File: config.mk
export PLATFORM = sky130hd
export DESIGN_NAME = decimal_to_roman_encoder_unit
export DESIGN_NICKNAME = d
export VERILOG_FILES = /design/src/rtl/dre_pkg.sv /design/src/rtl/decimal_to_roman_encoder_unit.sv
export SDC_FILE = /design/constraint.sdc
export NUM_CORES = 1
export LEC_CHECK = 0
export BUFFER_PORTS_ARGS = -buffer_cell sky130_fd_sc_hd__buf_2
export CAP_MARGIN = 20
export CORE_AREA = 2 2 73 110
export CTS_CLUSTER_DIAMETER = 50
export DETAILED_ROUTE_END_ITERATION = 10
export DIE_AREA = 0 0 75 112
export PLACE_DENSITY = 0.73
export SYNTH_ARGS = -nofsm -noshare
export SYNTH_HDL_FRONTEND = slang
export SYNTH_SLANG_ARGS = --single-unit
File: constraint.sdc
create_clock -name i_clk -period 5.5 [get_ports i_clk]
set_clock_uncertainty 0.15 [all_clocks]
set_input_delay 0.825 -clock i_clk [delete_from_list [all_inputs] [get_ports i_clk]]
set_output_delay 0.825 -clock i_clk [all_outputs]
set_load 0.01 [all_outputs]
File: src/rtl/dre_pkg.sv
package dre_pkg;

    localparam int VALUE_W = 13;
    localparam int SYM_W   = 8;
    localparam int REM_W   = 12;   // remainder never exceeds 3999
    localparam int ENT_W   = 10;   // largest table value is 1000
    localparam int IDX_W   = 4;    // thirteen table entries

    localparam logic [VALUE_W-1:0] MAX_ROMAN = VALUE_W'(3999);

    localparam logic [SYM_W-1:0] SYM_NONE = 8'h00;
    localparam logic [SYM_W-1:0] SYM_I    = 8'h49;
    localparam logic [SYM_W-1:0] SYM_V    = 8'h56;
    localparam logic [SYM_W-1:0] SYM_X    = 8'h58;
    localparam logic [SYM_W-1:0] SYM_L    = 8'h4C;
    localparam logic [SYM_W-1:0] SYM_C    = 8'h43;
    localparam logic [SYM_W-1:0] SYM_D    = 8'h44;
    localparam logic [SYM_W-1:0] SYM_M    = 8'h4D;

    typedef enum logic [1:0] {
        ST_IDLE,
        ST_RUN,
        ST_PAIR
    } t_state;

    // One greedy table entry: value, first symbol, optional second symbol.
    typedef struct packed {
        logic [ENT_W-1:0] value;
        logic [SYM_W-1:0] first;
        logic [SYM_W-1:0] second;
        logic             pair;
    } t_entry;

    function automatic t_entry entry_lookup(input logic [IDX_W-1:0] idx);
        t_entry e;
        case (idx)
            4'd0:    e = '{ENT_W'(1000), SYM_M, SYM_NONE, 1'b0};
            4'd1:    e = '{ENT_W'(900),  SYM_C, SYM_M,    1'b1};
            4'd2:    e = '{ENT_W'(500),  SYM_D, SYM_NONE, 1'b0};
            4'd3:    e = '{ENT_W'(400),  SYM_C, SYM_D,    1'b1};
            4'd4:    e = '{ENT_W'(100),  SYM_C, SYM_NONE, 1'b0};
            4'd5:    e = '{ENT_W'(90),   SYM_X, SYM_C,    1'b1};
            4'd6:    e = '{ENT_W'(50),   SYM_L, SYM_NONE, 1'b0};
            4'd7:    e = '{ENT_W'(40),   SYM_X, SYM_L,    1'b1};
            4'd8:    e = '{ENT_W'(10),   SYM_X, SYM_NONE, 1'b0};
            4'd9:    e = '{ENT_W'(9),    SYM_I, SYM_X,    1'b1};
            4'd10:   e = '{ENT_W'(5),    SYM_V, SYM_NONE, 1'b0};
            4'd11:   e = '{ENT_W'(4),    SYM_I, SYM_V,    1'b1};
            default: e = '{ENT_W'(1),    SYM_I, SYM_NONE, 1'b0};
        endcase
        return e;
    endfunction

endpackage

File: src/rtl/decimal_to_roman_encoder_unit.sv
// Roman numeral encoder.
// Input channel: i_in_valid / o_in_stall with i_value (13-bit unsigned).
// Output channel: o_out_valid / i_out_stall carrying one ASCII numeral per
// transfer (o_symbol) plus o_last on the final character of the run.
// Zero gives a single transfer with o_empty_res set; values above 3999 give
// a single transfer with o_too_big set; o_symbol is 0 in both cases.
// One subtract/compare unit walks a 13-entry greedy table (M, CM, D, CD, C,
// XC, L, XL, X, IX, V, IV, I). Each cycle that the output is not stalled it
// either emits a character or steps to the next table entry. Zero and
// overflow are loaded into the output register when the item is accepted.
// The block takes one item at a time: o_in_stall stays high until the last
// character is loaded into the output register, and a new item is taken as
// soon as that register is free or being emptied.
// A stall on the output holds the output register and freezes the sequencer.
// Reset (synchronous, active low) returns to idle and drops o_out_valid.
module decimal_to_roman_encoder_unit (
    input  logic                         i_clk,
    input  logic                         i_rst_n,
    input  logic                         i_in_valid,
    output logic                         o_in_stall,
    input  logic [dre_pkg::VALUE_W-1:0]  i_value,
    output logic                         o_out_valid,
    input  logic                         i_out_stall,
    output logic [dre_pkg::SYM_W-1:0]    o_symbol,
    output logic                         o_last,
    output logic                         o_empty_res,
    output logic                         o_too_big
);
    import dre_pkg::*;

    t_state             r_state, n_state;
    logic [REM_W-1:0]   r_rem, n_rem;
    logic [IDX_W-1:0]   r_idx, n_idx;
    logic [SYM_W-1:0]   r_pair_sym, n_pair_sym;

    logic               r_out_valid;
    logic [SYM_W-1:0]   r_symbol, n_symbol;
    logic               r_last, n_last;
    logic               r_empty, n_empty;
    logic               r_big, n_big;
    logic               out_load;

    t_entry             ent;
    logic [REM_W:0]     diff;
    logic               ge;
    logic               out_free;
    logic               in_xfer;
    logic               in_zero;
    logic               in_big;

    // shared subtract/compare unit
    assign ent  = entry_lookup(r_idx);
    assign diff = {1'b0, r_rem} - {{(REM_W + 1 - ENT_W){1'b0}}, ent.value};
    assign ge   = ~diff[REM_W];

    assign out_free   = !r_out_valid || !i_out_stall;
    assign o_in_stall = !((r_state == ST_IDLE) && out_free);
    assign in_xfer    = i_in_valid && !o_in_stall;
    assign in_zero    = (i_value == '0);
    assign in_big     = (i_value > MAX_ROMAN);

    // next state
    always_comb begin
        n_state = r_state;
        case (r_state)
            ST_IDLE: begin
                if (in_xfer && !in_zero && !in_big) begin
                    n_state = ST_RUN;
                end
            end
            ST_RUN: begin
                if (out_free && ge) begin
                    if (ent.pair) begin
                        n_state = ST_PAIR;
                    end else if (diff[REM_W-1:0] == '0) begin
                        n_state = ST_IDLE;
                    end
                end
            end
            ST_PAIR: begin
                if (out_free) begin
                    n_state = (r_rem == '0) ? ST_IDLE : ST_RUN;
                end
            end
            default: n_state = ST_IDLE;
        endcase
    end

    // datapath and output register loads
    always_comb begin
        n_rem      = r_rem;
        n_idx      = r_idx;
        n_pair_sym = r_pair_sym;
        out_load   = 1'b0;
        n_symbol   = r_symbol;
        n_last     = r_last;
        n_empty    = r_empty;
        n_big      = r_big;
        case (r_state)
            ST_IDLE: begin
                if (in_xfer) begin
                    n_rem = i_value[REM_W-1:0];
                    n_idx = '0;
                    if (in_zero || in_big) begin
                        out_load = 1'b1;
                        n_symbol = SYM_NONE;
                        n_last   = 1'b1;
                        n_empty  = in_zero;
                        n_big    = in_big;
                    end
                end
            end
            ST_RUN: begin
                if (out_free) begin
                    if (ge) begin
                        n_rem      = diff[REM_W-1:0];
                        n_pair_sym = ent.second;
                        out_load   = 1'b1;
                        n_symbol   = ent.first;
                        n_last     = !ent.pair && (diff[REM_W-1:0] == '0);
                        n_empty    = 1'b0;
                        n_big      = 1'b0;
                    end else begin
                        n_idx = r_idx + IDX_W'(1);
                    end
                end
            end
            ST_PAIR: begin
                if (out_free) begin
                    // a subtractive pair is used at most once
                    n_idx    = r_idx + IDX_W'(1);
                    out_load = 1'b1;
                    n_symbol = r_pair_sym;
                    n_last   = (r_rem == '0);
                    n_empty  = 1'b0;
                    n_big    = 1'b0;
                end
            end
            default: begin
                n_idx = '0;
            end
        endcase
    end

    always_ff @(posedge i_clk) begin
        if (!i_rst_n) begin
            r_state     <= ST_IDLE;
            r_out_valid <= 1'b0;
        end else begin
            r_state <= n_state;
            if (out_load) begin
                r_out_valid <= 1'b1;
            end else if (!i_out_stall) begin
                r_out_valid <= 1'b0;
            end
        end
    end

    always_ff @(posedge i_clk) begin
        r_rem      <= n_rem;
        r_idx      <= n_idx;
        r_pair_sym <= n_pair_sym;
        r_symbol   <= n_symbol;
        r_last     <= n_last;
        r_empty    <= n_empty;
        r_big      <= n_big;
    end

    assign o_out_valid = r_out_valid;
    assign o_symbol    = r_symbol;
    assign o_last      = r_last;
    assign o_empty_res = r_empty;
    assign o_too_big   = r_big;

endmodule

==> qor.yml, run 1 <==
global_routing:
  grt_pass1_wl_um: 12000
  grt_max_degree: 25
  antenna_found_initial: 0
  grt-ovfl-total: 0
  grt_pass1_vias: 2556
  grtUsageTotal_pct: 18.7
cts:
  post_cts_buffers: 0
  cts_root_buffer: "clkbuf_16"
  cts_max_path_buffers: 2
  cts_max_level: 2
  numCtsBuffers: 5
  numClockSinks: 54
  clock_latency_ns: 0.30
  tritoncts: "done"
  ctsResizeCount: 0
  clk_pin_slew_ns: 0.07
  holdBufCountCts: 0
finish:
  design.final.nets: 393
  final_common_cell: "edfxtp_1"
  antenna_cells: 0
  final_cell_mix: "edfxtp_1, buf_2, nand2_1, ha_1, dfxtp_1"
  fin_util_pct: 48.4
  drive_gt1_share_pct: 15.6
  final_area_sq_mm: 0.00361
  areaGrowthSynthToFinish_pct: 10.9
  instances_no_fill: 455
status:
  status: "completed"
worst_hold_path:
  hp-start: "ent[2]$_DFF_P_"
  holdPathStages: 0
  hold_class: "register to register"
  whs_endpoint: "r_pair_sym[1]$_DFFE_PP_"
floorplanning:
  ios: 30
  die-area_sq_mm: 0.00840
  start_util_pct: 43.6
  die_h_um: 112
  die_w_um: 75
  core.rowCount: 39
  core_sq_mm: 0.00747
place:
  place_hpwl_um: 5790
  place_area_sq_mm: 0.00347
  io_buffers: 27
  dpl.cell_count: 447
  place_congestion: 0.951
  pre_cts_ws_ns: 1.41
setup_path:
  r2r-start: "r_rem[0]$_DFFE_PP_"
  path_class: "register to register"
  worst-r2r-setup-slack_ns: 1.32
  cp-start-kind: "register"
  crit_path_start: "r_rem[0]$_DFFE_PP_"
  critPathMaxFanout: 10
  r2r_cells: 14
  critical_path_required_ns: 5.59
  worstPathArrival_ns: 4.27
  endpoint_kind: "register"
  reg2reg_to: "ent[20]$_DFF_P_"
power_and_ir_drop:
  power_leakage_nw: 1.45
  seqPwrFrac_pct: 28.9
  p_comb_share_pct: 58.8
  p_total_mw: 2.57
  swShare_pct: 44.9
  power.net_switching_mw: 1.15
  pwr-share-clk_pct: 12.3
  powerDensity_mw_per_mm2: 711
  intPower_mw: 1.41
  ir_worst_vdd_mv: 0.221
route:
  dr.first_iter.drc_count: 234
  detail_route.vias_per_cell: 5.76
  detail-route-antenna-nets: 0
  vias: 2620
  wl_per_cell_um: 16.6
  drt_wl_total_um: 7570
  drcViolationCount: 0
  first_pass_iters: 4
timing:
  rsz0062_at_grt: "no"
  drv_slew: 0
  fin_setup_tns_ns: 0
  layout_min_cycle_time_ns: 4.18
  post-route-period-util_pct: 76.0
  worst_slew_pin_slew_ns: 0.802
  timing.slew.headroom_pct: 45.0
  setup_viol: 0
  setup_ws_ns: 1.32
  max_freq_mhz: 239
  finalHoldViolations: 0
  hold_ws_ns: 0.252
yosys:
  netlist_area_sq_mm: 0.00326
  ys_seq_elements: 54
  synthArstFlopShare_pct: 0
  synth_top_area_share_pct: 28.6
  synth_edf_count: 31
  netlist-cell-type-count: 63
  synth_area_leaders: "edfxtp_1, dfxtp_1, ha_1"
  yosysWarningCount: 0
  synth_area_per_cell_sq_um: 9.90
  ys.flop_type: "edfxtp_1"
  synth-seq-area-share_pct: 42.7
  synth_cells: 329
  synth_top_cell_by_area: "edfxtp_1"
run:
  cap_violations: 0
[cell usage after synthesis (all sizes together) (7+ instances only)]
library cell and n:
inv 22, o21ai 16, a21oi 15, mux2i 7, edfxtp 31, dfxtp 23, nor2 18, mux2 11
nand3 7, clkbuf 9, xnor2 8, ha 23, nand2 26, nor2b 10
[final cells by class]
class,instances,area (sq um)
Inverter,23,98.8
Timing Repair Buffer,29,150
Fill cell,691,3850
Clock buffer,6,129
Multi-Input combinational cell,239,1700
Sequential cell,54,1390
Clock inverter,2,13.8
Tap cell,102,128
[critical path: stages (launching register included)]
cell and delay [ns]:
edfxtp_1 0.37, inv_1 0.06, ha_1 0.23, fa_1 0.40, nor2b_1 0.22, o211ai_1 0.13
a21oi_1 0.26, o22a_1 0.51, clkinv_8 0.16, mux2i_1 0.66, ha_1 0.40, a21o_1 0.16
mux2i_1 0.07, nor3_1 0.20, a22o_1 0.15
[kinds of logic (layout without fill, tap and decap cells)]
family	after synthesis	count (layout)	share of synthesized area, %
buffers and inverters	37	60	5.19
DFF	54	54	42.7
xor gates and xnor gates	11	11	2.96
and+or+nand+nor	108	108	17.5
muxes	18	18	6.07
other	1	2	0.115
AOI/OAI and AO/OA	76	76	16.0
adders and majority gates	24	24	9.45
[metal layers]
metal / wire length (um) / track usage [%]
met1: 2830 / 20.2
met2: 3970 / 31.8
met3: 340 / 3.35
met4: 432 / 12.4
met5: 0 / 0
[worst max-delay path by stage]
stage / end / slack [ns] / cells past startpoint
after floorplan: ent[19]$_DFF_P_ / 2.01 / 11
after global placement: ent[20]$_DFF_P_ / 1.55 / 12
after detailed placement: ent[19]$_DFF_P_ / 1.41 / 11
after CTS: ent[20]$_DFF_P_ / 1.41 / 14
after global routing: ent[20]$_DFF_P_ / 1.11 / 14
final: ent[20]$_DFF_P_ / 1.32 / 14
[sequential cells by signal, indices dropped and copies added (netlist names)]
register     cells
ent             20
o_empty_res      1
o_too_big        1
r_pair_sym       6
r_idx            4
o_last           1
o_out_valid      1
r_rem           12
o_symbol         6
r_state          2
[power by group through the flow]
stage          registers, mW  logic (mW)  clock network, mW
2_1_floorplan          0.723        1.14                  0
3_3_place_gp           0.743        1.45                  0
3_5_place_dp           0.749        1.48                  0
4_1_cts                0.740        1.49              0.318
5_1_grt                0.755        1.66              0.331
6_report               0.741        1.51              0.315
Power figures use the tool's default switching activity.
==> run 2: changes to the inputs <==
==> constraint.sdc (replaced) <==
create_clock -name i_clk -period 4.4 [get_ports i_clk]
set_clock_uncertainty 0.15 [all_clocks]
set_input_delay 0.66 -clock i_clk [delete_from_list [all_inputs] [get_ports i_clk]]
set_output_delay 0.66 -clock i_clk [all_outputs]
set_load 0.01 [all_outputs]
==> run 2 against run 1 <==
Register-to-register slack got worse by 1.0 ns. Sequential share of layout area decreased by 0.40 points. Clock-buffer cell count grew 1. Critical path type unchanged.
==> qor.yml, run 2 (synthesis gave the netlist of run 1 again) <==
cts:
  cts_max_path_buffers: 2  # unchanged
  clk_pin_slew_ns: 0.07  # about the same
  tritoncts: "done"
  post_cts_buffers: 0  # unchanged
  numClockSinks: 54  # unchanged
  ctsResizeCount: 0  # unchanged
  clock_latency_ns: 0.29  # about the same
  holdBufCountCts: 0  # unchanged
  numCtsBuffers: 5  # unchanged
  cts_max_level: 2  # unchanged
  cts_root_buffer: "clkbuf_16"
timing:
  post-route-period-util_pct: 93.4  # +17 points
  drv_slew: 0  # unchanged
  layout_min_cycle_time_ns: 4.11  # -0.0681 ns
  max_freq_mhz: 243  # +1.7%
  fin_setup_tns_ns: 0  # unchanged
  setup_ws_ns: 0.289  # -1.03 ns
  rsz0062_at_grt: "no"
  timing.slew.headroom_pct: 47.8  # +2.7 points
  setup_viol: 0  # unchanged
  finalHoldViolations: 0  # unchanged
  worst_slew_pin_slew_ns: 0.762  # -0.0400 ns
  hold_ws_ns: 0.254  # +0.00205 ns
route:
  drcViolationCount: 0  # unchanged
  first_pass_iters: 5  # +1
  drt_wl_total_um: 7680  # +1.4%
  detail-route-antenna-nets: 0  # unchanged
  top_layer: "met4"
  vias: 2611  # -0.34%
  route.met2.wl_um: 4100  # +3.3%
  met1_length_um: 2900  # +2.3%
  met3_length_um: 328  # -3.5%
  detail_route.vias_per_cell: 5.73  # -0.56%
  dr.first_iter.drc_count: 132  # -44%
  wl_per_cell_um: 16.8  # +1.2%
setup_path:
  r2r_cells: 14  # unchanged
  worst-r2r-setup-slack_ns: 0.29  # -1.03 ns
  endpoint_kind: "register"
  r2r-start: "r_rem[0]$_DFFE_PP_"
  critPathMaxFanout: 10  # unchanged
  critical_path_required_ns: 4.48  # -1.11 ns
  path_class: "register to register"
  worstPathArrival_ns: 4.19  # -0.08 ns
  cp-start-kind: "register"
  reg2reg_to: "ent[20]$_DFF_P_"
global_routing:
  grtUsageTotal_pct: 19.4  # +0.73 points
  grt_max_degree: 24  # -4.0%
  antenna_found_initial: 0  # unchanged
  grt-ovfl-total: 0  # unchanged
  grt_pass1_vias: 2584  # +1.1%
  grt_pass1_wl_um: 12400  # +3.1%
worst_hold_path:
  holdPathStages: 0  # unchanged
  hp-start: "ent[2]$_DFF_P_"
  hold_class: "register to register"
  whs_endpoint: "r_pair_sym[1]$_DFFE_PP_"
place:
  io_buffers: 27  # unchanged
  dpl.cell_count: 448  # +0.22%
  place_congestion: 0.954  # +0.36%
  pre_cts_ws_ns: 0.370  # -1.04 ns
  place_hpwl_um: 5960  # +3.0%
finish:
  design.final.nets: 394  # +0.25%
  areaGrowthSynthToFinish_pct: 12.0
  largest_reg_flops: 20  # unchanged
  antenna_cells: 0  # unchanged
  fin_util_pct: 48.9  # +0.50 points
  final_cell_mix: "edfxtp_1, buf_2, nand2_1, ha_1, dfxtp_1"
  fillCellCount: 690  # -0.14%
  drive_gt1_share_pct: 16.1  # +0.52 points
  final_common_cell: "edfxtp_1"
  instances_no_fill: 456  # +0.22%
status:
  status: "completed"
floorplanning:
  start_util_pct: 43.6  # unchanged
  ios: 30  # unchanged
  core.rowCount: 39  # unchanged
  die-area_sq_mm: 0.00840  # unchanged
  die_w_um: 75  # unchanged
  core_sq_mm: 0.00747  # unchanged
  die_h_um: 112  # unchanged
power_and_ir_drop:
  ir_worst_vdd_mv: 0.326  # +48%
  power_leakage_nw: 1.47  # +1.3%
  powerDensity_mw_per_mm2: 893  # +26%
run:
  cap_violations: 0  # unchanged
-- run 2: cell types whose count changed in the layout (fill, tap and decap cells not counted) --
cell | before | now
buf_4 | 2 | 3
clkbuf_1 | 1 | 0
clkinv_2 | 1 | 0
clkbuf_16 | 5 | 6
clkbuf_8 | 0 | 1
-- run 2: how the worst max path moves through the flow --
stage	from	end	slack (ns)	cells past startpoint
floorplan	r_state[0]$_SDFFE_PN0P_	ent[19]$_DFF_P_	0.95	14
global placement	r_state[0]$_SDFFE_PN0P_	ent[20]$_DFF_P_	0.51	13
detailed placement	r_state[0]$_SDFFE_PN0P_	ent[20]$_DFF_P_	0.37	13
CTS	r_state[0]$_SDFFE_PN0P_	ent[20]$_DFF_P_	0.34	13
global route	r_state[0]$_SDFFE_PN0P_	ent[20]$_DFF_P_	0.02	13
finish	r_rem[0]$_DFFE_PP_	ent[20]$_DFF_P_	0.29	14
-- run 2: per-layer routing --
metal / vias up / GRT usage [%]
met4: 0 / 9.05
met5: - / 0
met1: 1238 / 20.1
met3: 26 / 3.44
li1: 1258 / -
met2: 89 / 35.7
-- run 2: cell type report --
class                           instances  area (sq um)  share of cell area [%]
Multi-Input combinational cell        239          1700                    46.6
Clock buffer                            7           164                    4.49
Timing Repair Buffer                   30           158                    4.32
Tap cell                              102           128                    3.50
Clock inverter                          1          8.76                   0.240
Sequential cell                        54          1390                    38.1
Inverter                               23          98.8                    2.71
-- run 2: critical path: stages, from the launching register on --
cell      delay (ns)
edfxtp_1        0.35
inv_1           0.05
ha_1            0.22
fa_1            0.41
nor2b_1         0.23
o211ai_1        0.13
a21oi_1         0.23
o22a_1          0.50
clkinv_8        0.15
mux2i_1         0.63
ha_1            0.44
a21o_1          0.16
mux2i_1         0.08
nor3_1          0.18
a22o_1          0.16
-- run 2: power breakdown --
group          internal, mW  switching [mW]
clock network         0.263           0.175
registers             0.807           0.128
logic                 0.751            1.14
-- run 2: metrics by stage --
stage          instance area, sq um  power [mW]
5_1_grt                        3650        3.50
6_report                       3650        3.26
3_3_place_gp                   3480        2.76
3_5_place_dp                   3480        2.80
4_1_cts                        3650        3.24
2_1_floorplan                  3260        2.33
